[src/sv/lz10_pkg.sv]
// shared types and codes for the lz10 stream decompressor
`default_nettype none

package lz10_pkg;

  localparam logic [1:0] KIND_BYTE  = 2'd0;
  localparam logic [1:0] KIND_DONE  = 2'd1;
  localparam logic [1:0] KIND_ERROR = 2'd2;

  localparam logic [1:0] ERR_NONE      = 2'd0;
  localparam logic [1:0] ERR_EARLY_END = 2'd1;
  localparam logic [1:0] ERR_BAD_REF   = 2'd2;
  localparam logic [1:0] ERR_NO_ROOM   = 2'd3;

  localparam logic [1:0] OP_NONE  = 2'd0;
  localparam logic [1:0] OP_LIT   = 2'd1;
  localparam logic [1:0] OP_MATCH = 2'd2;
  localparam logic [1:0] OP_ERR   = 2'd3;

  localparam logic [1:0] TAIL_NONE = 2'd0;
  localparam logic [1:0] TAIL_DONE = 2'd1;
  localparam logic [1:0] TAIL_EARLY = 2'd2;

  typedef struct packed {
    logic [7:0] in_byte;
    logic       stream_end;
  } in_item_t;

  typedef struct packed {
    logic [1:0]  kind;
    logic [7:0]  out_byte;
    logic [1:0]  error_code;
    logic [24:0] consumed_size;
    logic [23:0] out_size;
    logic        last_of_run;
  } out_item_t;

  typedef struct packed {
    logic [1:0]  op;
    logic [1:0]  tail;
    logic [7:0]  data;
    logic [4:0]  len;
    logic [11:0] dist_m1;
    logic [1:0]  err;
    logic [23:0] base;
    logic [24:0] cons;
    logic [23:0] size;
  } cmd_t;

endpackage

`default_nettype wire

[src/sv/lz10_front.sv]
// stream parser: header, flag and token decode into literal, copy and error commands
`default_nettype none

module lz10_front (
  input  wire logic              clk,
  input  wire logic              rst,
  input  wire logic              take,
  input  wire lz10_pkg::in_item_t item,
  output logic                   cmd_push,
  output lz10_pkg::cmd_t         cmd
);

  localparam logic [2:0] PH_HDR0   = 3'd0;
  localparam logic [2:0] PH_HDR1   = 3'd1;
  localparam logic [2:0] PH_HDR2   = 3'd2;
  localparam logic [2:0] PH_HDR3   = 3'd3;
  localparam logic [2:0] PH_FLAG   = 3'd4;
  localparam logic [2:0] PH_TOKEN  = 3'd5;
  localparam logic [2:0] PH_MATCH2 = 3'd6;
  localparam logic [2:0] PH_DRAIN  = 3'd7;

  logic [2:0]  phase, phase_next;
  logic [7:0]  flag_bits, flag_bits_next;
  logic [2:0]  flag_index, flag_index_next;
  logic [7:0]  tok, tok_next;
  logic [23:0] expected, expected_next;
  logic [23:0] produced, produced_next;
  logic [24:0] consumed, consumed_next;

  logic [7:0]  b;
  logic        token_done;
  logic [4:0]  len;
  logic [4:0]  len_c;
  logic [12:0] ref_dist;
  logic [23:0] remain;
  logic [24:0] rounded;

  assign b        = item.in_byte;
  assign len      = 5'({1'b0, tok[7:4]} + 5'd3);
  assign ref_dist = 13'({1'b0, tok[3:0], b} + 13'd1);
  assign remain   = expected - produced;
  assign len_c    = ({19'd0, len} > remain) ? remain[4:0] : len;
  // count including this request, rounded up to a multiple of four
  assign rounded  = (consumed + 25'd4) & ~25'd3;

  always_comb begin
    phase_next      = phase;
    flag_bits_next  = flag_bits;
    flag_index_next = flag_index;
    tok_next        = tok;
    expected_next   = expected;
    produced_next   = produced;
    consumed_next   = consumed + 25'd1;
    token_done      = 1'b0;
    cmd             = '0;
    cmd.op          = lz10_pkg::OP_NONE;
    cmd.tail        = lz10_pkg::TAIL_NONE;
    cmd.base        = produced;

    unique case (phase)
      PH_HDR0: begin
        phase_next = PH_HDR1;
      end
      PH_HDR1: begin
        expected_next = {16'd0, b};
        phase_next    = PH_HDR2;
      end
      PH_HDR2: begin
        expected_next = {expected[23:16], b, expected[7:0]};
        phase_next    = PH_HDR3;
      end
      PH_HDR3: begin
        expected_next = {b, expected[15:0]};
        phase_next    = PH_FLAG;
      end
      PH_FLAG: begin
        flag_bits_next  = b;
        flag_index_next = '0;
        phase_next      = PH_TOKEN;
        if (!b[7] && produced >= expected) begin
          cmd.op     = lz10_pkg::OP_ERR;
          cmd.err    = lz10_pkg::ERR_NO_ROOM;
          phase_next = PH_DRAIN;
        end
      end
      PH_TOKEN: begin
        if (flag_bits[7]) begin
          tok_next   = b;
          phase_next = PH_MATCH2;
        end else begin
          cmd.op        = lz10_pkg::OP_LIT;
          cmd.data      = b;
          produced_next = produced + 24'd1;
          token_done    = 1'b1;
        end
      end
      PH_MATCH2: begin
        if ({11'd0, ref_dist} > produced) begin
          cmd.op     = lz10_pkg::OP_ERR;
          cmd.err    = lz10_pkg::ERR_BAD_REF;
          phase_next = PH_DRAIN;
        end else begin
          cmd.op        = (len_c == '0) ? lz10_pkg::OP_NONE : lz10_pkg::OP_MATCH;
          cmd.len       = len_c;
          cmd.dist_m1   = {tok[3:0], b};
          produced_next = produced + {19'd0, len_c};
          phase_next    = PH_TOKEN;
          token_done    = 1'b1;
        end
      end
      PH_DRAIN: begin
      end
      default: begin
      end
    endcase

    if (token_done) begin
      if (produced_next == expected) begin
        cmd.tail   = lz10_pkg::TAIL_DONE;
        cmd.cons   = rounded;
        cmd.size   = expected;
        phase_next = PH_DRAIN;
      end else begin
        flag_bits_next  = {flag_bits[6:0], 1'b0};
        flag_index_next = flag_index + 3'd1;
        phase_next      = (flag_index_next == '0) ? PH_FLAG : PH_TOKEN;
      end
    end

    if (item.stream_end) begin
      if (phase_next != PH_DRAIN) begin
        cmd.tail = lz10_pkg::TAIL_EARLY;
      end
      phase_next      = PH_HDR0;
      flag_bits_next  = '0;
      flag_index_next = '0;
      tok_next        = '0;
      expected_next   = '0;
      produced_next   = '0;
      consumed_next   = '0;
    end
  end

  assign cmd_push = take && ((cmd.op != lz10_pkg::OP_NONE) || (cmd.tail != lz10_pkg::TAIL_NONE));

  always_ff @(posedge clk) begin
    if (rst) begin
      phase      <= PH_HDR0;
      flag_bits  <= '0;
      flag_index <= '0;
      tok        <= '0;
      expected   <= '0;
      produced   <= '0;
      consumed   <= '0;
    end else if (take) begin
      phase      <= phase_next;
      flag_bits  <= flag_bits_next;
      flag_index <= flag_index_next;
      tok        <= tok_next;
      expected   <= expected_next;
      produced   <= produced_next;
      consumed   <= consumed_next;
    end
  end

endmodule

`default_nettype wire

[config.mk]
export PLATFORM = sky130hd
export DESIGN_NAME = lz10_front
export DESIGN_NICKNAME = d
export VERILOG_FILES = /design/src/sv/lz10_pkg.sv /design/src/sv/lz10_front.sv
export SDC_FILE = /design/constraint.sdc
export NUM_CORES = 1
export LEC_CHECK = 0
export CORE_MARGIN = 4
export CORE_UTILIZATION = 56
export DETAILED_ROUTE_END_ITERATION = 8
export DONT_BUFFER_PORTS = 1
export PLACE_DENSITY = 0.73
export SLEW_MARGIN = 20
export SYNTH_ARGS = -nofsm -noshare
export SYNTH_HDL_FRONTEND = slang
export SYNTH_SLANG_ARGS = --single-unit
[constraint.sdc]
create_clock -name clk -period 14.7 [get_ports clk]
set_input_delay 0.735 -clock clk [delete_from_list [all_inputs] [get_ports clk]]
set_output_delay 0.735 -clock clk [all_outputs]
set_load 0.01 [all_outputs]
==> results of run 1 <==
## critical path, delay by kind of cell (launching register included)
family,cells,cell delay (ns)
AO/OA/AOI/OAI,8,2.28
XOR/XNOR,1,0.27
flip-flops,1,0.68
adder cells (fa/ha/maj),4,1.11
AND/OR/NAND/NOR,14,4.23
buffers and inverters,2,0.76
## routing by layer
layer	up-vias	track usage	share of wire
met5	-	0	0
met4	0	0.1243	0.041
met3	112	0.07875	0.11
met2	616	0.5365	0.44
met1	4658	0.4917	0.42
li1	4541	-	-
## synth_stat cells, types with 4 or more instances
cell type / n
a211oi_1: 10
a21boi_0: 4
a21o_1: 17
a21oi_1: 108
a221oi_1: 4
a22oi_1: 43
a31oi_1: 12
and2_1: 37
and3_1: 41
and4_1: 7
buf_1: 5
buf_2: 10
buf_4: 6
clkbuf_1: 57
dfxtp_1: 95
ha_1: 54
inv_1: 43
mux2i_1: 8
nand2_1: 101
nand2b_1: 20
nand3_1: 64
nand4_1: 33
nor2_1: 168
nor2b_1: 12
nor3_1: 34
nor4_1: 10
o211ai_1: 12
o21a_1: 5
o21ai_0: 61
o21ai_1: 7
o21bai_1: 4
o22ai_1: 9
or2_2: 8
or3_1: 19
xnor2_1: 56
xor2_1: 28
## final timing paths
kind         slack (ns)                        from                         end  cells after the start
max reg2reg        6.20    produced[1]$_SDFFE_PP0P_  flag_index[2]$_SDFFE_PP0P_                     28
min                0.45                         rst    produced[7]$_SDFFE_PP0P_                      1
min reg2reg        0.47  flag_index[1]$_SDFFE_PP0P_  flag_index[1]$_SDFFE_PP0P_                      2
max                4.22    produced[1]$_SDFFE_PP0P_                     cmd[12]                     29
## state kept, by name, summed over array words and instances, names as in the netlist
| signal | flops |
|---|---|
| flag_index | 3 |
| expected | 24 |
| flag_bits | 8 |
| consumed | 25 |
| tok | 8 |
| phase | 3 |
| produced | 24 |
## layout make-up
cell class	count	area [um^2]	share of cell area
tap	216	270.3	0.02889
inverter	45	170.2	0.01819
multi-input combinational	1070	6665	0.7125
clock buffer	9	225.2	0.02407
clock inverter	7	62.56	0.006687
timing repair buffer	8	60.06	0.006420
sequential	95	1902	0.2033
## kinds of logic after synthesis
group / after synthesis / synth area share
DFF: 95 / 0.2093
AOI/OAI and AO/OA: 338 / 0.2375
buffers and inverters: 126 / 0.05851
muxes: 12 / 0.01418
xor gates and xnor gates: 85 / 0.08343
other: 1 / 0.0004126
and+or+nand+nor: 577 / 0.3180
adders and majority gates: 56 / 0.07874
## metrics by stage
| step | cell area (um^2) | utilization | worst slack, ns |
|---|---|---|---|
| after floorplan | 9092 | - | 7.705 |
| after global placement | 9067 | 0.5708 | 5.043 |
| after detailed placement | 9067 | 0.5708 | 4.945 |
| after CTS | 9355 | 0.5889 | 4.505 |
| after global routing | 9355 | 0.5889 | 3.773 |
| final | 9355 | 0.5889 | 4.222 |
## power groups by stage
stage / Sequential [mW] / Combinational [mW] / Clock, mW
after detailed placement: 0.267 / 0.0677 / 0
after global routing: 0.261 / 0.0764 / 0.248
after floorplan: 0.265 / 0.0615 / 0
after global placement: 0.267 / 0.0677 / 0
final: 0.261 / 0.0704 / 0.235
after CTS: 0.261 / 0.0682 / 0.238
## layout by cell type, fill, tap and decap left out, types with 7 or more instances in the layout
cell and n:
o21ai_0 61, a211oi_1 10, xor2_1 28, and3_1 41, buf_4 8, a21oi_1 108
or3_1 19, mux2i_1 8, nor4_1 10, nand2_1 101, nand2b_1 20, ha_1 54
o22ai_1 9, nor2b_1 12, a21o_1 17, nor2_1 168, o21ai_1 7, and2_1 37
inv_1 43, o211ai_1 12, a22oi_1 43, and4_1 7, xnor2_1 56, dfxtp_1 95
nand4_1 33, or2_2 8, nand3_1 64, a31oi_1 12, clkbuf_16 9, nor3_1 34
==> flow_summary.json, run 1 <==
{
  "nNetsFinal": 1297,
  "gp_congestion": 1.043,
  "cts_hold_buf": 0,
  "grt_pass1_vias": 8871,
  "p_int_mw": 0.4040,
  "htreeDepth": 3,
  "final_hold_viol_count": 0,
  "cpPeakStageDelay_ns": 0.81,
  "clkSinkCount": 95,
  "grt_overflow": 0,
  "start_kind": "flop",
  "rsz0062_at_grt": "no",
  "finalSetupViolations": 0,
  "die_height_um": 135.4,
  "max_clock_freq_ghz": 0.09544,
  "drc_errors": 0,
  "cts_tree": "yes",
  "clock_skew_ns": 0.01174,
  "instances_no_fill": 1450,
  "timing.final.crit_share": 0.7128,
  "power_leakage_nw": 3.491,
  "drv_cap": 0,
  "synth_cells": 1290,
  "post_cts_buffers": 0,
  "cts_resized": 0,
  "yosys_warnings": 0,
  "sw_frac_of_total": 0.2874,
  "nFillCells": 1549,
  "clk_latency_ns": 0.36,
  "drt_iter0_drc": 1274,
  "area_growth_pct": 2.932,
  "grt_pass1_wl_um": 50850,
  "row_count": 46,
  "wirelength_um": 33290,
  "critPathSlowestCell": "nand2b_1",
  "async_reset_ff_frac": 0,
  "fin_crit_ns": 10.48,
  "switchingPower_mw": 0.1629,
  "synth_seq_area_share": 0.2093,
  "initial_core_util": 0.5721,
  "worst_pin_slew_ns": 1.227,
  "port_buffers": 0,
  "ctsLongestPathBuffers": 2,
  "synth_area_leaders": "dfxtp_1 21%, ha_1 7.4%, nor2_1 6.9%, a21oi_1 5.9%, xnor2_1 5.4%",
  "crit_arrival_ns": 9.74,
  "dieArea_mm2": 0.01833,
  "critPathMaxFanout": 25,
  "antenna_found_initial": 1,
  "placedCellCount": 1434,
  "drive_gt1_frac": 0.03890,
  "clkPwrFrac": 0.415,
  "vias": 9927,
  "ys_types": 82,
  "end_kind": "primary output",
  "p_total_mw": 0.5670,
  "pwr_density_cell_mw_per_mm2": 60.60,
  "required_ns": 13.97,
  "antenna_cells": 0,
  "clockRootBuffer": "clkbuf_16",
  "syn_area_mm2": 0.009089,
  "status": "finished clean",
  "p_comb_frac": 0.124,
  "min_path_type": "in -> reg",
  "yosysTopAreaCell": "dfxtp_1",
  "coreArea_mm2": 0.01589,
  "critical_path_class": "reg -> out",
  "hold_ws_ns": 0.4540,
  "slew_headroom": 0.1787,
  "finalSetupTns_ns": 0,
  "peakVddDrop_mv": 0.06350,
  "clkTransAtPathRegs_ns": 0.07,
  "grt_max_degree": 65,
  "grtUsageTotal": 0.3526,
  "synthFlopType": "dfxtp_1",
  "antenna_left": 0,
  "synth-seq-cells": 95,
  "detail_route.vias_per_cell": 6.846,
  "fp.dieW_um": 135.4,
  "yosysTopAreaCellShare": 0.2093,
  "numCtsBuffers": 9,
  "seqPwrFrac": 0.461,
  "hpwl_um": 24510,
  "maxSlewViolCount": 0,
  "routedWlPerCell_um": 22.96,
  "syn_area_per_cell_um2": 7.046,
  "synth_edf_count": 0,
  "dr.pass1.iters": 7,
  "pin_count": 117
}
Note: power is estimated with default switching activity, not from simulation.
==> run 2: changes to the inputs <==
Settings changed: ABC_AREA set to 1.
Clock period 14.7 ns to 10.7 ns, I/O delays scaled along.
==> flow_summary.json, run 2 <==
{
  "async_reset_ff_frac": 0,
  "rsz0062_at_grt": "no",
  "vias": 11490,
  "most-common-layout-cells": "504 x nand2_1, 236 x inv_1, 170 x nor2_1, 165 x nand3_1, 143 x a21oi_1",
  "gp_congestion": 1.015,
  "synth-seq-cells": 95,
  "use_met3": 0.06855,
  "synth_edf_count": 0,
  "synth_seq_area_share": 0.1880,
  "clkTransAtPathRegs_ns": 0.08,
  "power_leakage_nw": 4.692,
  "clkSinkCount": 95,
  "drive_gt1_frac": 0.06659,
  "start_kind": "flop",
  "final_hold_viol_count": 0,
  "yosysTopAreaCellShare": 0.1880,
  "nNetsFinal": 1790,
  "fin_crit_ns": 7.847,
  "area_growth_pct": 3.266,
  "port_buffers": 0,
  "reg_top3": "consumed: 25 flops, expected: 24 flops, produced: 24 flops",
  "grt_max_degree": 73,
  "antenna_found_initial": 0,
  "critical_path_class": "reg -> out",
  "ys_types": 48,
  "critPathMaxFanout": 34,
  "pin_count": 117,
  "grt_pass1_vias": 10480,
  "critPathSlowestCell": "dfxtp_1",
  "peakVddDrop_mv": 0.08333,
  "post_cts_buffers": 0,
  "cts_hold_buf": 0,
  "clockRootBuffer": "clkbuf_16",
  "grt_pass1_wl_um": 56890,
  "grt.busiest_layer": "met2",
  "numCtsBuffers": 9,
  "syn_area_per_cell_um2": 5.750,
  "die_height_um": 142.4,
  "crit_arrival_ns": 7.31,
  "dr.pass1.iters": 6,
  "drv_cap": 0,
  "cts_resized": 0,
  "slew_headroom": 0.2830,
  "htreeDepth": 3,
  "worst_pin_slew_ns": 1.074,
  "min_path_type": "in -> reg",
  "synth_most_common_cell": "nand2_1",
  "grt_overflow": 0,
  "final_common_cell": "nand2_1",
  "finalSetupViolations": 0,
  "status": "finished clean",
  "grtUsageTotal": 0.3529,
  "pwr_density_cell_mw_per_mm2": 87.80,
  "timing.final.crit_share": 0.7334,
  "end_kind": "primary output",
  "clk_latency_ns": 0.36,
  "initial_core_util": 0.5787,
  "synthTopCellsByCount": "504 x nand2_1, 236 x inv_1, 171 x nor2_1",
  "cts_tree": "yes",
  "routedWlPerCell_um": 18.46,
  "cpPeakStageDelay_ns": 0.72,
  "antenna_left": 0,
  "groute.layer.met2.usage": 0.5607,
  "maxSlewViolCount": 0,
  "required_ns": 10.17,
  "clock_skew_ns": 0.009268,
  "top_register": "consumed",
  "max_clock_freq_ghz": 0.1274,
  "synthFlopType": "dfxtp_1",
  "antenna_cells": 0,
  "dieArea_mm2": 0.02027,
  "drt_iter0_drc": 1183,
  "row_count": 48,
  "hpwl_um": 28320,
  "fp.dieW_um": 142.4,
  "yosysTopAreaCell": "dfxtp_1",
  "drc_errors": 0,
  "met1_usage": 0.4600,
  "synth_area_leaders": "dfxtp_1 19%, nand2_1 19%, inv_1 8.8%, nand3_1 8.2%, a21oi_1 7.1%",
  "syn_area_mm2": 0.01011,
  "coreArea_mm2": 0.01748,
  "p_total_mw": 0.9170,
  "finalSetupTns_ns": 0,
  "nFillCells": 1826,
  "synth_cells": 1759,
  "largest_reg_flops": 25,
  "yosys_warnings": 0,
  "ctsLongestPathBuffers": 2,
  "wirelength_um": 36040,
  "detail_route.vias_per_cell": 5.884
}
[run 2: area by class of cell]
type | count | area (um^2) | area share
multi-input combinational | 1351 | 6965 | 0.6669
inverter | 260 | 975.9 | 0.09345
timing repair buffer | 5 | 37.54 | 0.003594
tap | 225 | 281.5 | 0.02696
clock inverter | 7 | 56.30 | 0.005391
clock buffer | 9 | 225.2 | 0.02156
sequential | 95 | 1902 | 0.1821
[run 2: where the power goes]
group | switching (mW) | internal, mW | total, mW
sequential | 0.00811 | 0.359 | 0.367
combinational | 0.159 | 0.0691 | 0.228
clock | 0.160 | 0.161 | 0.322
total | 0.328 | 0.589 | 0.917
[run 2: cells by family after synthesis]
family | after synthesis | synth area share
XOR/XNOR | 38 | 0.03291
other | 1 | 0.0003708
flip-flops | 95 | 0.1880
AO/OA/AOI/OAI | 246 | 0.1337
AND/OR/NAND/NOR | 1009 | 0.4497
buffers and inverters | 314 | 0.1245
adder cells (fa/ha/maj) | 56 | 0.07077
[run 2: path summary, 6_finish.rpt]
check	start	to	slack (ns)	cells after the start
setup / recovery	produced[5]$_SDFFE_PP0P_	cmd[34]	2.85	34
setup reg to reg	produced[5]$_SDFFE_PP0P_	flag_index[0]$_SDFFE_PP0P_	4.02	34
hold reg to reg	tok[3]$_SDFFE_PP0P_	tok[3]$_SDFFE_PP0P_	0.46	2
hold / removal	rst	consumed[1]$_SDFFE_PP0P_	0.25	1
[run 2: worst max-delay path: cells and delay by family, from the launching register on]
kind                     cells  cell delay [ns]
AND/OR/NAND/NOR             26             4.06
adder cells (fa/ha/maj)      3             1.13
buffers and inverters        4             0.86
flip-flops                   1             0.72
XOR/XNOR                     1             0.15
[run 2: per-stage QoR]
step           hold WS [ns]  instance area, um^2  cells    util  setup slack, ns
2_1_floorplan        0.4409                10120   1760       -            5.130
3_3_place_gp         0.4422                10160   1936  0.5815            3.490
3_5_place_dp         0.4508                10160   1936  0.5815            3.396
4_1_cts              0.2407                10440   1952  0.5976            3.004
5_1_grt              0.2365                10440   1952  0.5976            2.378
6_report             0.2454                10440   1952  0.5976            2.853
[run 2: metal layers]
layer | vias up | part of all wire
met4 | 0 | 0.052
met1 | 5168 | 0.41
met3 | 104 | 0.097
li1 | 5622 | -
met5 | - | 0
met2 | 592 | 0.44
==> run 3: changes to the inputs <==
Settings changed: ABC_AREA 1 to 0, PLACE_DENSITY 0.73 to 0.76.
Clock period 10.7 ns to 6.3 ns, I/O delays scaled along.
==> flow_summary.json, run 3 (same netlist as run 1, synthesis figures left out) <==
{
  "status": "complete, but fails checks",
  "violations": "negative setup slack",
  "required_ns": 5.98,
  "initial_core_util": 0.5721,
  "grt.busiest_layer": "met2",
  "grt_max_degree": 65,
  "top_register": "consumed",
  "cpPeakStageDelay_ns": 0.54,
  "critPathMaxFanout": 20,
  "pwr_density_cell_mw_per_mm2": 120.8,
  "routedWlPerCell_um": 22.68,
  "clkSinkCount": 95,
  "clkTransAtPathRegs_ns": 0.08,
  "drv_cap": 0,
  "slew_headroom": 0.2752,
  "final_common_cell": "buf_4",
  "fp.dieW_um": 135.4,
  "min_path_type": "in -> reg",
  "finalSetupViolations": 63,
  "gp_congestion": 1.088,
  "numCtsBuffers": 9,
  "fin_crit_ns": 7.066,
  "rsz0062_at_grt": "yes",
  "max_clock_freq_ghz": 0.1415,
  "groute.layer.met2.usage": 0.6256,
  "switchingPower_mw": 0.3912,
  "grt_pass1_wl_um": 56920,
  "pin_count": 117,
  "detail_route.vias_per_cell": 6.592,
  "worst_pin_slew_ns": 1.087,
  "crit_top_cell": "nand4_1",
  "dpl_worst_slack_ns": -0.6822,
  "sw_frac_of_total": 0.2753,
  "use_met3": 0.08581,
  "htreeDepth": 3,
  "p_total_mw": 1.421,
  "p_comb_frac": 0.157,
  "dr.pass1.iters": 6,
  "seqPwrFrac": 0.427,
  "maxSlewViolCount": 0,
  "cts_tree": "yes",
  "most-common-layout-cells": "228 x buf_4, 146 x nor2_1, 100 x nand2_1, 98 x a21oi_1, 92 x dfxtp_1",
  "area_growth_pct": 29.42,
  "critical_path_class": "reg -> out",
  "grt_pass1_vias": 9995,
  "drt_iter0_drc": 1433,
  "die_height_um": 135.4,
  "ctsLongestPathBuffers": 2,
  "vias": 11100,
  "antenna_left": 0,
  "drive_gt1_frac": 0.2589,
  "power_leakage_nw": 4.833,
  "peakVddDrop_mv": 0.1221,
  "timing.final.crit_share": 1.122,
  "hpwl_um": 27890,
  "grtUsageTotal": 0.3969,
  "wirelength_um": 38190,
  "critPathSlowestCell": "or4b_4",
  "port_buffers": 0,
  "drc_errors": 0,
  "row_count": 46,
  "coreArea_mm2": 0.01589,
  "reg_top3": "consumed: 25 flops, expected: 24 flops, produced: 24 flops",
  "grt_overflow": 0,
  "start_kind": "flop",
  "clkPwrFrac": 0.417,
  "cts_hold_buf": 0,
  "setup_ws_ns": -0.7663,
  "largest_reg_flops": 25,
  "antenna_found_initial": 0,
  "nNetsFinal": 1531,
  "end_kind": "primary output",
  "clockRootBuffer": "clkbuf_16",
  "antenna_cells": 0,
  "dieArea_mm2": 0.01833,
  "met1_usage": 0.5129,
  "clock_skew_ns": 0.008383,
  "crit_arrival_ns": 6.75,
  "p_int_mw": 1.030,
  "clk_latency_ns": 0.36,
  "final_hold_viol_count": 0,
  "hold_ws_ns": 0.02902
}
==> run 3: worst max-delay path: cells and delay by family, from the launching register on <==
| family | cells | cell delay, ns |
|---|---|---|
| fa+ha+maj | 3 | 0.88 |
| flops | 1 | 0.35 |
| compound gates | 5 | 0.87 |
| mux | 1 | 0.20 |
| buf+inv | 6 | 0.75 |
| xor+xnor | 1 | 0.25 |
| simple gates | 16 | 3.05 |
==> run 3: through the flow <==
stage	instances	utilization	setup TNS (ns)	area [um^2]
floorplan	1291	-	0	9133
global placement	1644	0.6737	-19.78	10700
detailed placement	1644	0.6737	-34.24	10700
CTS	1664	0.7064	-29.94	11220
global route	1684	0.7405	-53.98	11760
finish	1684	0.7405	-39.11	11760
==> run 3: per-layer routing <==
metal | up-vias | wire length [um]
li1 | 5011 | -
met1 | 5195 | 14520
met2 | 710 | 17110
met3 | 185 | 4201
met4 | 0 | 2357
met5 | - | 0
==> run 3: repair_timing <==
item,CTS,global route
cloned,0,3
gates resized for setup,46,88
pin swaps,17,43
setup buffers,5,17
setup endpoints to repair,63,63
==> run 3: power by group through the flow <==
stage	sequential [mW]	clock (mW)	combinational [mW]
floorplan	0.619	0	0.144
global placement	0.620	0	0.188
detailed placement	0.620	0	0.188
CTS	0.606	0.595	0.201
global route	0.606	0.617	0.238
finish	0.606	0.592	0.223
==> run 3: area by class of cell <==
cell class                      count  area (um^2)
Clock buffer                       10        239.0
Clock inverter                      6        75.07
Fill cell                        1263         4123
Inverter                           45        171.4
Multi-Input combinational cell   1070         7154
Sequential cell                    95         1908
Tap cell                          216        270.3
Timing Repair Buffer              242         1944
==> run 3: worst paths after layout <==
kind                              from                        end  slack (ns)  cells past startpoint
max reg2reg   produced[1]$_SDFFE_PP0P_  flag_bits[0]$_SDFFE_PP0P_       -0.27                     33
min reg2reg  flag_bits[0]$_SDFFE_PP0P_  flag_bits[0]$_SDFFE_PP0P_        0.46                      2
max           produced[1]$_SDFFE_PP0P_                    cmd[12]       -0.77                     32
min                                rst   produced[8]$_SDFFE_PP0P_        0.03                      1
