`src/sv/lz10_fifo.sv`:
```
// small register queue with fill count
`default_nettype none

module lz10_fifo #(
  parameter int WIDTH = 8,
  parameter int DEPTH = 4
) (
  input  wire logic                       clk,
  input  wire logic                       rst,
  input  wire logic                       push,
  input  wire logic [WIDTH-1:0]           wdata,
  input  wire logic                       pop,
  output logic      [WIDTH-1:0]           rdata,
  output logic                            full,
  output logic                            empty,
  output logic      [$clog2(DEPTH+1)-1:0] count
);

  localparam int AW = $clog2(DEPTH);
  localparam int CW = $clog2(DEPTH + 1);

  logic [WIDTH-1:0] slots [DEPTH];
  logic [AW-1:0]    wptr;
  logic [AW-1:0]    rptr;
  logic             do_push;
  logic             do_pop;

  assign full    = (count == CW'(DEPTH));
  assign empty   = (count == '0);
  assign do_push = push && !full;
  assign do_pop  = pop && !empty;
  assign rdata   = slots[rptr];

  always_ff @(posedge clk) begin
    if (do_push) begin
      slots[wptr] <= wdata;
    end
  end

  always_ff @(posedge clk) begin
    if (rst) begin
      wptr  <= '0;
      rptr  <= '0;
      count <= '0;
    end else begin
      if (do_push) begin
        wptr <= (wptr == AW'(DEPTH - 1)) ? '0 : wptr + AW'(1);
      end
      if (do_pop) begin
        rptr <= (rptr == AW'(DEPTH - 1)) ? '0 : rptr + AW'(1);
      end
      if (do_push && !do_pop) begin
        count <= count + CW'(1);
      end else if (do_pop && !do_push) begin
        count <= count - CW'(1);
      end
    end
  end

endmodule

`default_nettype wire

```
`config.mk`:
```
export PLATFORM = sky130hd
export DESIGN_NAME = lz10_fifo
export DESIGN_NICKNAME = d
export VERILOG_FILES = /design/src/sv/lz10_fifo.sv
export SDC_FILE = /design/constraint.sdc
export NUM_CORES = 1
export LEC_CHECK = 0
export BUFFER_PORTS_ARGS = -buffer_cell sky130_fd_sc_hd__buf_2
export CORE_UTILIZATION = 45
export DETAILED_ROUTE_END_ITERATION = 10
export GPL_TIMING_DRIVEN = 0
export HOLD_SLACK_MARGIN = 0.08
export PLACE_DENSITY = 0.69
export REMOVE_ABC_BUFFERS = 1
export SYNTH_ARGS = -nofsm -noshare
export SYNTH_HDL_FRONTEND = slang
export SYNTH_SLANG_ARGS = --single-unit
```
`constraint.sdc`:
```
create_clock -name clk -period 3 [get_ports clk]
set_clock_uncertainty 0.2 [all_clocks]
set_input_delay 0.15 -clock clk [delete_from_list [all_inputs] [get_ports clk]]
set_output_delay 0.15 -clock clk [all_outputs]
set_load 0.01 [all_outputs]
```
==> implementation parameters, run 1 <==
Parameter                              Value

Run status
  Result of the run ... finished clean

Placed design
  Count of input and output buffers ... 24
  Pre-CTS setup slack ... 0.476 ns
  Placed Instance Area ... roughly 1800 um2
  DPL Wire Length ... about 1.7 mm
  Weighted congestion at the end of routability-driven global placement ... approximately 0.73

Clock tree
  Clock sinks ... a little over 40
  Maximum level of the CTS H-tree ... 2
  Master cell of the clock root buffer ... sky130_fd_sc_hd__clkbuf_8
  Clk slew on worst S/H paths ... roughly 0.070 ns
  Post-cts sizing count ... 0
  Total CTS buffers ... 5
  Clock tree from TritonCTS ... done
  Worst-case clock buffer depth ... 2
  Post-CTS setup repair buffer count ... 0
  Clock latency of the later-clocked register in the worst-skew pair ... between 0.2 and 0.3 ns

Logic synthesis
  Most area-consuming cells after synthesis ... sky130_fd_sc_hd__edfxtp_1, sky130_fd_sc_hd__dfxtp_1, sky130_fd_sc_hd__mux4_2
  Register bit total from synthesis ... 41
  Top-area cell type share of the netlist area ... a little under three fifths
  Sequential-to-total area share from yosys stat ... about two thirds
  Number of library cell types mapped by synthesis ... 27
  Cell taking the most area after synthesis ... sky130_fd_sc_hd__edfxtp_1
  Mean area per synthesized cell ... 18.1 um2
  Synthesized netlist cell count ... 92
  Number of warnings issued by yosys ... 0
  Post-synthesis cell area ... between 1500 and 2000 um2

Die
  Core area ... 3440 um2
  Effective utilization at floorplan ... about half
  Row count ... 21
  Die ar. ... slightly below 4000 um2
  Number of top-level pins ... 25
  Width of the chip ... 62.9 um
  Floorplan die height ... 62.9 um

Global routing
  Largest net degree at the start of global routing ... 13
  First-pass GRT wire length ... roughly 4.3 mm
  Via count of the first global-routing pass ... between 900 and 1000
  Total track usage ... between 15 and 20%
  Final global-route overflow total ... 0
  Initial antenna violation count ... 0

Timing
  Final hold violations ... 0
  Measured slew at the worst slew-check pin ... 0.550 ns
  Setup-failing EPs final ... 0
  Max_slew headroom ... between 60% and 70%
  Fmax achieved ... 392 MHz
  Final Critical Period ... approximately 2.5 ns
  Final setup margin ... about 0.45 ns
  Total Neg Setup Slack ... 0 ns
  Final worst-path cycle share ... ~85%
  Count of final max-slew check failures ... 0
  Setup repair after global routing missed its margin ... no

Setup path
  Critical path endpoint category ... flip-flop
  Startpoint kind of the worst setup timing path ... flip-flop
  Largest driver fanout on the critical path ... 7
  Cell chain of the critical path ... or3b_1 -> clkinv_8 -> nor2_4 -> ha_1 -> inv_1 -> fa_1 -> xor2_1 -> or3_1 -> a21oi_1
  WS Path Type ... reg -> reg
  Max incr delay on CP ... 0.47 ns
  Cell at the slowest stage of the critical path ... sky130_fd_sc_hd__dfxtp_1
  Required arrival time at the worst endpoint ... roughly 3.0 ns
  Cell depth of the worst flop-to-flop path ... 9
  Crit path DAT ... between 2 and 3 ns

Run
  Max-cap violations ... 0

Drt
  Total wire length ... about 2.5 mm
  Post-DR vias/cell ... ~5
  Detailed-route DRC error count ... 0
  Remaining number of nets flagged by the antenna check after routing ... 0
  DRC violation total after the first TritonRoute iteration ... 26
  Final routed wire length divided by cell count ... roughly 14 um
  Vias after detailed routing ... roughly 900
  DR pass1 iterations ... 4

Layout
  Layout cells sized above 1 ... about a third
  Final #Nets ... 150
  Number of antenna diodes ... 0
  Layout overhead on the synthesized area ... 21.3%
  Fin area ... 2020 um2

Min path
  Classification of the worst-slack hold path ... reg -> reg
  Count of cells along the worst hold path ... 2

Power and ir drop
  Peak supply drop ... between 0.3 and 0.4 mV
  P_leak ... about 0.77 nW
  Power density of the placed cells ... approximately 730 nW/um2
-- metal layers --
metal | GRT usage [%] | part of all wire [%] | vias up
met5 | 0 | 0 | -
met3 | 6.39 | 4.7 | 6
li1 | - | - | 428
met2 | 23.3 | 49 | 22
met1 | 18.7 | 44 | 431
met4 | 6.40 | 1.8 | 0
-- what timing repair did --
item,in CTS,in global routing
endpoints found under the hold margin,41,0
endpoints found under the setup margin,0,0
hold buffers,12,0
-- kinds of logic after synthesis --
group                    after synthesis  synth area share [%]
flip-flops                            41                  68.4
AND/OR/NAND/NOR                       16                  5.55
AO/OA/AOI/OAI                          7                  3.22
XOR/XNOR                               2                  1.05
adder cells (fa/ha/maj)                7                  5.70
multiplexers                          10                  12.0
buffers and inverters                  9                  4.12
-- placed cells by master (no fill, tap or decap), types with 3 or more instances in the layout --
cell type,Yosys,layout
sky130_fd_sc_hd__dfxtp_1,9,9
sky130_fd_sc_hd__inv_1,3,3
sky130_fd_sc_hd__nor2_1,3,3
sky130_fd_sc_hd__mux4_2,8,8
sky130_fd_sc_hd__ha_1,6,6
sky130_fd_sc_hd__dlygate4sd3_1,0,12
sky130_fd_sc_hd__and3_1,4,4
sky130_fd_sc_hd__clkbuf_8,0,5
sky130_fd_sc_hd__edfxtp_1,32,32
sky130_fd_sc_hd__buf_2,1,24
-- cells in the mapped netlist --
| library cell | number |
|---|---|
| sky130_fd_sc_hd__nor2_4 | 1 |
| sky130_fd_sc_hd__or3b_1 | 1 |
| sky130_fd_sc_hd__bufinv_8 | 1 |
| sky130_fd_sc_hd__nand3_1 | 2 |
| sky130_fd_sc_hd__o21ai_0 | 1 |
| sky130_fd_sc_hd__or3_1 | 2 |
| sky130_fd_sc_hd__buf_1 | 1 |
| sky130_fd_sc_hd__mux2i_1 | 2 |
| sky130_fd_sc_hd__edfxtp_1 | 32 |
| sky130_fd_sc_hd__nand2_1 | 1 |
| sky130_fd_sc_hd__a21oi_2 | 1 |
| sky130_fd_sc_hd__fa_1 | 1 |
| sky130_fd_sc_hd__a21oi_1 | 2 |
| sky130_fd_sc_hd__and3_1 | 4 |
| sky130_fd_sc_hd__buf_6 | 1 |
| sky130_fd_sc_hd__nor3_1 | 2 |
| sky130_fd_sc_hd__buf_2 | 1 |
| sky130_fd_sc_hd__mux4_2 | 8 |
| sky130_fd_sc_hd__clkinv_8 | 1 |
| sky130_fd_sc_hd__xor2_1 | 2 |
| sky130_fd_sc_hd__ha_1 | 6 |
| sky130_fd_sc_hd__nor2_1 | 3 |
| sky130_fd_sc_hd__clkbuf_1 | 1 |
| sky130_fd_sc_hd__o31ai_2 | 2 |
| sky130_fd_sc_hd__dfxtp_1 | 9 |
| sky130_fd_sc_hd__o21ai_1 | 1 |
| sky130_fd_sc_hd__inv_1 | 3 |
-- where the power goes --
part / switching, mW / total, mW / internal (mW)
combinational: 0.186 / 0.391 / 0.205
clock: 0.165 / 0.327 / 0.163
sequential: 0.0714 / 0.765 / 0.693
-- cell type report --
class	instances	area, um2
repair buffers	36	240
multi-input cells	42	459
clock inverters	1	5.00
well taps	46	57.6
fillers	277	1420
inverters	5	45.0
clock buffers	7	76.3
flip-flops and latches	41	1140
-- critical path, delay by kind of cell, from the launching register on --
kind                     cells  cell delay (ns)
XOR/XNOR                     1             0.16
flip-flops                   1             0.47
AO/OA/AOI/OAI                1             0.14
AND/OR/NAND/NOR              3             0.81
buffers and inverters        2             0.14
adder cells (fa/ha/maj)      2             0.56
-- per-stage QoR --
stage                     util [%]  instances  hold WS, ns  total power [mW]
after floorplan                  -         88       0.0124              1.03
after detailed placement      53.0        158        0.168              1.16
after global placement        53.0        158        0.160              1.14
final                         58.8        178        0.312              1.48
after CTS                     58.8        178        0.309              1.50
after global routing          58.8        178        0.354              1.57
-- path summary, 6_finish.rpt --
kind / from / end / slack (ns)
min: rptr[0]$_SDFFE_PP0P_ / rptr[0]$_SDFFE_PP0P_ / 0.31
max: count[0]$_SDFFE_PP0P_ / count[2]$_SDFFE_PP0P_ / 0.45
max reg2reg: count[0]$_SDFFE_PP0P_ / count[2]$_SDFFE_PP0P_ / 0.45
min reg2reg: rptr[0]$_SDFFE_PP0P_ / rptr[0]$_SDFFE_PP0P_ / 0.31
-- registers in the layout, summed over array words and instances, names as in the netlist, named ones only --
signal  flops
count       3
rptr        2
slots      32
wptr        2
(Power assumes the default switching activity.)
==> run 2, diff against run 1 <==
--- a/config.mk
+++ b/config.mk
@@ -5,12 +5,13 @@
 export SDC_FILE = /design/constraint.sdc
 export NUM_CORES = 1
 export LEC_CHECK = 0
+export ABC_AREA = 1
 export BUFFER_PORTS_ARGS = -buffer_cell sky130_fd_sc_hd__buf_2
 export CORE_UTILIZATION = 45
 export DETAILED_ROUTE_END_ITERATION = 10
 export GPL_TIMING_DRIVEN = 0
 export HOLD_SLACK_MARGIN = 0.08
-export PLACE_DENSITY = 0.69
+export PLACE_DENSITY = 0.72
 export REMOVE_ABC_BUFFERS = 1
 export SYNTH_ARGS = -nofsm -noshare
 export SYNTH_HDL_FRONTEND = slang
==> constraint.sdc (replaced) <==
create_clock -name clk -period 2.2 [get_ports clk]
set_clock_uncertainty 0.2 [all_clocks]
set_input_delay 0.11 -clock clk [delete_from_list [all_inputs] [get_ports clk]]
set_output_delay 0.11 -clock clk [all_outputs]
set_load 0.01 [all_outputs]
==> implementation parameters, run 2 <==
Parameter                              Value

Global routing
  Via count of the first global-routing pass ... 1092 (was 934)
  Largest net degree at the start of global routing ... 18 (was 13)
  Initial antenna violation count ... 0 (unchanged)
  Total track usage ... 16.7% (was 15.2%)
  Final global-route overflow total ... 0 (unchanged)
  First-pass GRT wire length ... 4.91 mm (was 4.30 mm)

Logic synthesis
  Post-synthesis cell area ... 1700 um2 (was 1670 um2)
  Mean area per synthesized cell ... 11.6 um2 (was 18.1 um2)
  Top cells by instance count after synthesis ... sky130_fd_sc_hd__edfxtp_1, sky130_fd_sc_hd__nor2_1, sky130_fd_sc_hd__inv_1 (was sky130_fd_sc_hd__edfxtp_1, sky130_fd_sc_hd__dfxtp_1, sky130_fd_sc_hd__mux4_2)
  Number of library cell types mapped by synthesis ... 20 (was 27)
  Top-area cell type share of the netlist area ... 56.4% (was 57.6%)
  Most area-consuming cells after synthesis ... sky130_fd_sc_hd__edfxtp_1, sky130_fd_sc_hd__dfxtp_1, sky130_fd_sc_hd__nor2_1 (was sky130_fd_sc_hd__edfxtp_1, sky130_fd_sc_hd__dfxtp_1, sky130_fd_sc_hd__mux4_2)
  Sequential-to-total area share from yosys stat ... 67.0% (was 68.4%)
  Number of warnings issued by yosys ... 0 (unchanged)
  Register bit total from synthesis ... 41 (unchanged)
  Async S/R FF share, synth ... 0% (unchanged)
  Cell taking the most area after synthesis ... sky130_fd_sc_hd__edfxtp_1 (unchanged)
  Most instantiated flip-flop cell in the synthesis netlist ... sky130_fd_sc_hd__edfxtp_1 (unchanged)
  Count of flip-flops with a built-in enable after synthesis ... 32 (unchanged)
  Synthesized netlist cell count ... 147 (was 92)

Drt
  Met3 wire length ... 127 um (was 117 um)
  Met2 WL ... 1.54 mm (was 1.24 mm)
  Remaining number of nets flagged by the antenna check after routing ... 0 (unchanged)
  Highest routed metal layer ... met4 (unchanged)
  Total wire length ... 3.01 mm (was 2.51 mm)
  Met1 routed wirelength after detailed routing ... 1.28 mm (was 1.10 mm)
  DR pass1 iterations ... 4 (unchanged)
  Vias after detailed routing ... 1143 (was 887)
  DRC violation total after the first TritonRoute iteration ... 46 (was 26)
  Final routed wire length divided by cell count ... 12.9 um (was 14.1 um)
  Detailed-route DRC error count ... 0 (unchanged)
  Post-DR vias/cell ... 4.88 (was 4.98)

Die
  Effective utilization at floorplan ... 49.1% (was 48.5%)
  Core area ... 3470 um2 (was 3440 um2)
  Width of the chip ... 63.5 um (was 62.9 um)
  Floorplan die height ... 63.5 um (was 62.9 um)
  Die ar. ... 4040 um2 (was 3960 um2)
  Row count ... 21 (unchanged)
  Number of top-level pins ... 25 (unchanged)

Placed design
  Post-placement cell count ... 215 (was 158)
  DPL Wire Length ... 2.00 mm (was 1.70 mm)
  Count of input and output buffers ... 24 (unchanged)
  Weighted congestion at the end of routability-driven global placement ... 0.723 (was 0.734)

Power and ir drop
  Clock share of power ... 24.9% (was 22.1%)
  Logic pwr share ... 30.7% (was 26.4%)
  Fraction of power spent switching nets ... 32.8% (was 28.4%)
  Net load switching power ... 0.793 mW (was 0.422 mW)
  Power density of the placed cells ... 1160 nW/um2 (was 733 nW/um2)
  P_leak ... 0.855 nW (was 0.769 nW)
  Int Power ... 1.63 mW (was 1.06 mW)
  Peak supply drop ... 0.586 mV (was 0.360 mV)
  Share of power burned in registers ... 44.4% (was 51.6%)

Clock tree
  Master cell of the clock root buffer ... sky130_fd_sc_hd__clkbuf_8 (unchanged)
  Worst-case clock buffer depth ... 2 (unchanged)
  Total CTS buffers ... 5 (unchanged)
  Clock tree from TritonCTS ... done (unchanged)
  Clock latency of the later-clocked register in the worst-skew pair ... 0.28 ns (was 0.29 ns)
  Clock sinks ... 41 (unchanged)
  Maximum level of the CTS H-tree ... 2 (unchanged)
  Clk slew on worst S/H paths ... 0.08 ns (was 0.07 ns)
  Post-CTS setup repair buffer count ... 0 (unchanged)

Setup path
  Critical path endpoint category ... output pin (was flip-flop)
  Crit path DAT ... 1.74 ns (was 2.57 ns)
  Startpoint kind of the worst setup timing path ... flip-flop (unchanged)
  WS Path Type ... reg -> out (was reg -> reg)
  Required arrival time at the worst endpoint ... 1.89 ns (was 3.02 ns)
  Largest driver fanout on the critical path ... 17 (was 7)
  Register-to-register path setup slack ... 0.20 ns (was 0.45 ns)

Timing
  Fmax achieved ... around 490 MHz
  Final hold violations ... 0 (unchanged)
  Setup repair after global routing missed its margin ... no (unchanged)
  Setup-failing EPs final ... 0 (unchanged)
  Total Neg Setup Slack ... 0 ns (unchanged)
  Final Critical Period ... 2.05 ns
  Final worst-path cycle share ... a little over 90%
  Count of final max-slew check failures ... 0 (unchanged)
  Measured slew at the worst slew-check pin ... 0.804 ns (was 0.550 ns)
  Max_slew headroom ... 46.2% (was 63.3%)

Min path
  Classification of the worst-slack hold path ... in -> reg (was reg -> reg)

Layout
  Final instance count without filler cells ... 234 (was 178)
  Layout overhead on the synthesized area ... 23.0% (was 21.3%)
  Top reg by flops ... slots (unchanged)
  Multi-input logic area ... 480 um2 (was 459 um2)
  Top library cells by usage in the layout, fill and taps aside ... sky130_fd_sc_hd__nor2_1, sky130_fd_sc_hd__edfxtp_1, sky130_fd_sc_hd__buf_2 (was sky130_fd_sc_hd__edfxtp_1, sky130_fd_sc_hd__buf_2, sky130_fd_sc_hd__dlygate4sd3_1)
  Layout cells sized above 1 ... 22.3% (was 33.3%)
  Largest register FFs ... 32 (unchanged)
  Area taken by flip-flops and latches ... 1140 um2 (about the same)
  Largest registers ... slots: 32 flops, count: 3 flops (unchanged)
  Final #Nets ... 206 (was 150)
  Number of antenna diodes ... 0 (unchanged)
  Fillcell total ... 303 (was 277)

Run status
  Result of the run ... finished clean (unchanged)

Run
  Max-cap violations ... 0 (unchanged)
run 2: worst paths after layout:
path	startpoint	to	cells after the start
min	rst	count[0]$_SDFFE_PP0P_	3
min reg2reg	count[1]$_SDFFE_PP0P_	count[1]$_SDFFE_PP0P_	2
max reg2reg	count[0]$_SDFFE_PP0P_	count[1]$_SDFFE_PP0P_	9
max	flip-flop	rdata[4]	4
run 2: area by class of cell:
cell class              instances  area share, %
multi-input cells              86           22.9
repair buffers                 35           11.0
flip-flops and latches         41           54.6
inverters                      18           3.22
clock inverters                 1           1.43
clock buffers                   7           4.12
well taps                      46           2.75
run 2: through the flow:
step	setup slack [ns]	instance area [um2]	hold WS, ns	util [%]	power (mW)
after floorplan	0.287	1680	-0.0176	-	1.54
after global placement	0.216	1860	0.0827	53.6	1.77
after detailed placement	0.177	1860	0.0839	53.6	1.81
after CTS	0.145	2090	0.310	60.1	2.43
after global routing	0.00581	2100	0.312	60.4	2.58
final	0.150	2100	0.316	60.4	2.42
run 2: cell families after synthesis:
logic type,synth area share (%)
DFF,67.0
adders and majority gates,5.58
buffers and inverters,5.29
and+or+nand+nor,12.5
xor gates and xnor gates,0.514
AOI/OAI and AO/OA,9.18
run 2: power by group through the flow:
stage / Combinational (mW) / Clock, mW / Sequential (mW)
6_report: 0.744 / 0.603 / 1.07
5_1_grt: 0.844 / 0.646 / 1.09
4_1_cts: 0.740 / 0.614 / 1.07
3_5_place_dp: 0.720 / 0 / 1.09
3_3_place_gp: 0.686 / 0 / 1.08
2_1_floorplan: 0.472 / 0 / 1.07
run 2: critical path: stages, from the launching register on:
cell	delay, ns
sky130_fd_sc_hd__dfxtp_1	0.71
sky130_fd_sc_hd__inv_2	0.28
sky130_fd_sc_hd__o21ai_0	0.22
sky130_fd_sc_hd__o22ai_1	0.10
sky130_fd_sc_hd__buf_2	0.14
run 2: routing by layer:
layer	track usage, %	vias to the layer above
met1	19.8	536
met4	8.52	0
met2	27.1	24
met5	0	-
li1	-	579
met3	5.25	4
run 2: timing repair:
| item | in CTS | in global routing |
|---|---|---|
| hold buffers | 11 | 0 |
| endpoints found under the hold margin | 41 | 0 |
| endpoints found under the setup margin | 0 | 2 |
| gates resized for setup | 0 | 4 |
==> run 3, diff against run 2 <==
--- a/config.mk
+++ b/config.mk
@@ -12,6 +12,7 @@
 export GPL_TIMING_DRIVEN = 0
 export HOLD_SLACK_MARGIN = 0.08
 export PLACE_DENSITY = 0.72
+export RECOVER_POWER = 25
 export REMOVE_ABC_BUFFERS = 1
 export SYNTH_ARGS = -nofsm -noshare
 export SYNTH_HDL_FRONTEND = slang
==> implementation parameters, run 3 (synthesized netlist as in run 2, its figures left out) <==
Parameter                              Value

Run status
  Result of the run ... finished clean (unchanged)

Clock tree
  Post-CTS setup repair buffer count ... 0 (unchanged)
  Clock sinks ... 41 (unchanged)
  Total CTS buffers ... 5 (unchanged)
  Maximum level of the CTS H-tree ... 2 (unchanged)
  Clock tree from TritonCTS ... done (unchanged)
  Clk slew on worst S/H paths ... 0.08 ns (about the same)
  Master cell of the clock root buffer ... sky130_fd_sc_hd__clkbuf_8 (unchanged)
  Clock latency of the later-clocked register in the worst-skew pair ... 0.28 ns (about the same)
  Worst-case clock buffer depth ... 2 (unchanged)

Timing
  Fmax achieved ... 490 MHz (was 488 MHz)
  Setup repair after global routing missed its margin ... no (unchanged)
  Measured slew at the worst slew-check pin ... 0.797 ns (was 0.804 ns)
  Max_slew headroom ... 46.7% (was 46.2%)
  Final worst-path cycle share ... 92.8% (was 93.2%)
  Final hold violations ... 0 (unchanged)
  Total Neg Setup Slack ... 0 ns (unchanged)
  Setup-failing EPs final ... 0 (unchanged)
  Final Hold Slack ... 0.316 ns (about the same)
  Count of final max-slew check failures ... 0 (unchanged)
  Final Critical Period ... 2.04 ns (was 2.05 ns)
  Final setup margin ... 0.157 ns (was 0.150 ns)

Drt
  Final routed wire length divided by cell count ... 12.8 um (was 12.9 um)
  Remaining number of nets flagged by the antenna check after routing ... 0 (unchanged)
  DRC violation total after the first TritonRoute iteration ... 43 (was 46)
  Total wire length ... 3.00 mm (was 3.01 mm)
  Detailed-route DRC error count ... 0 (unchanged)
  DR pass1 iterations ... 4 (unchanged)
  Vias after detailed routing ... 1140 (was 1143)
  Post-DR vias/cell ... 4.87 (was 4.88)

Layout
  Layout overhead on the synthesized area ... 22.5% (was 23.0%)
  Number of antenna diodes ... 0 (unchanged)
  Top library cells by usage in the layout, fill and taps aside ... sky130_fd_sc_hd__nor2_1, sky130_fd_sc_hd__edfxtp_1, sky130_fd_sc_hd__buf_2 (unchanged)
  Layout cells sized above 1 ... 19.1% (was 22.3%)
  Final #Nets ... 206 (unchanged)
  Fin area ... 2090 um2 (was 2100 um2)
  Largest registers ... slots: 32 flops, count: 3 flops (unchanged)
  Largest register FFs ... 32 (unchanged)
  Top reg by flops ... slots (unchanged)

Placed design
  Count of input and output buffers ... 24 (unchanged)
  DPL Wire Length ... 2.00 mm (unchanged)
  Placed Instance Area ... 1860 um2 (unchanged)
  Pre-CTS setup slack ... 0.177 ns (unchanged)
  Weighted congestion at the end of routability-driven global placement ... 0.723 (unchanged)

Setup path
  Critical path endpoint category ... output pin (unchanged)
  Register-to-register path setup slack ... 0.20 ns (about the same)
  Cell depth of the worst flop-to-flop path ... 9 (unchanged)
  Destination of the worst register-to-register timing path ... count[1]$_SDFFE_PP0P_ (unchanged)
  Worst setup path endpoint ... rdata[2] (was rdata[4])
  Startpoint kind of the worst setup timing path ... flip-flop (unchanged)
  Reg-to-reg critical path startpoint ... count[0]$_SDFFE_PP0P_ (unchanged)
  WS Path Type ... reg -> out (unchanged)
  Largest driver fanout on the critical path ... 17 (unchanged)
  Required arrival time at the worst endpoint ... 1.89 ns (about the same)
  Crit path DAT ... 1.73 ns (was 1.74 ns)

Global routing
  Via count of the first global-routing pass ... 1092 (unchanged)
  First-pass GRT wire length ... 4.91 mm (unchanged)
  Total track usage ... 16.7% (unchanged)
  Final global-route overflow total ... 0 (unchanged)
  Largest net degree at the start of global routing ... 18 (unchanged)
  Initial antenna violation count ... 0 (unchanged)

Power and ir drop
  Peak supply drop ... 0.585 mV (was 0.586 mV)
  P_leak ... 0.838 nW (was 0.855 nW)
  Post-layout power ... 2.42 mW (about the same)
  Power density of the placed cells ... 1160 nW/um2 (about the same)

Die
  Width of the chip ... 63.5 um (unchanged)
  Effective utilization at floorplan ... 49.1% (unchanged)
  Number of top-level pins ... 25 (unchanged)
  Die ar. ... 4040 um2 (unchanged)
  Row count ... 21 (unchanged)
  Core area ... 3470 um2 (unchanged)
  Floorplan die height ... 63.5 um (unchanged)

Min path
  Classification of the worst-slack hold path ... in -> reg (unchanged)

Run
  Max-cap violations ... 0 (unchanged)
[run 3: critical path, cell delays in order (launching register included)]
cell	delay, ns
sky130_fd_sc_hd__dfxtp_1	0.71
sky130_fd_sc_hd__inv_2	0.27
sky130_fd_sc_hd__o21ai_0	0.21
sky130_fd_sc_hd__o22ai_1	0.10
sky130_fd_sc_hd__buf_2	0.15
[run 3: per-stage QoR]
stage               utilization [%]  std cells
floorplan                         -        145
global placement               53.6        215
detailed placement             53.6        215
CTS                            60.1        234
global route                   60.2        234
finish                         60.2        234
[run 3: worst min path at each step]
stage / start / to / slack (ns) / cells after the start
5_1_grt: rst / count[0]$_SDFFE_PP0P_ / 0.31 / 3
3_3_place_gp: rst / count[0]$_SDFFE_PP0P_ / 0.08 / 2
4_1_cts: rst / count[0]$_SDFFE_PP0P_ / 0.31 / 3
2_1_floorplan: rst / count[0]$_SDFFE_PP0P_ / -0.02 / 1
6_report: rst / count[0]$_SDFFE_PP0P_ / 0.32 / 3
3_5_place_dp: rst / count[0]$_SDFFE_PP0P_ / 0.08 / 2
[run 3: layer usage]
layer	routed length (um)	up-vias	track usage [%]
li1	-	579	-
met1	1300	534	19.8
met2	1520	23	27.1
met3	115	4	5.25
met4	56	0	8.52
met5	0	-	0
[run 3: what timing repair did]
action / 4_1_cts / 5_1_grt
setup endpoints to repair: 0 / 2
resized for setup: 0 / 4
hold buffers: 11 / 0
endpoints found under the hold margin: 41 / 0
[run 3: layout make-up]
class / count / area (um2)
Fill cell: 304 / 1380
Tap cell: 46 / 57.6
Multi-Input combinational cell: 86 / 480
Timing Repair Buffer: 35 / 223
Clock inverter: 1 / 30.0
Sequential cell: 41 / 1140
Clock buffer: 7 / 86.3
Inverter: 18 / 67.6
[run 3: report_power, final]
| group | internal, mW | switching [mW] |
|---|---|---|
| clock network | 0.370 | 0.232 |
| logic | 0.292 | 0.450 |
| registers | 0.965 | 0.110 |
| total | 1.63 | 0.792 |
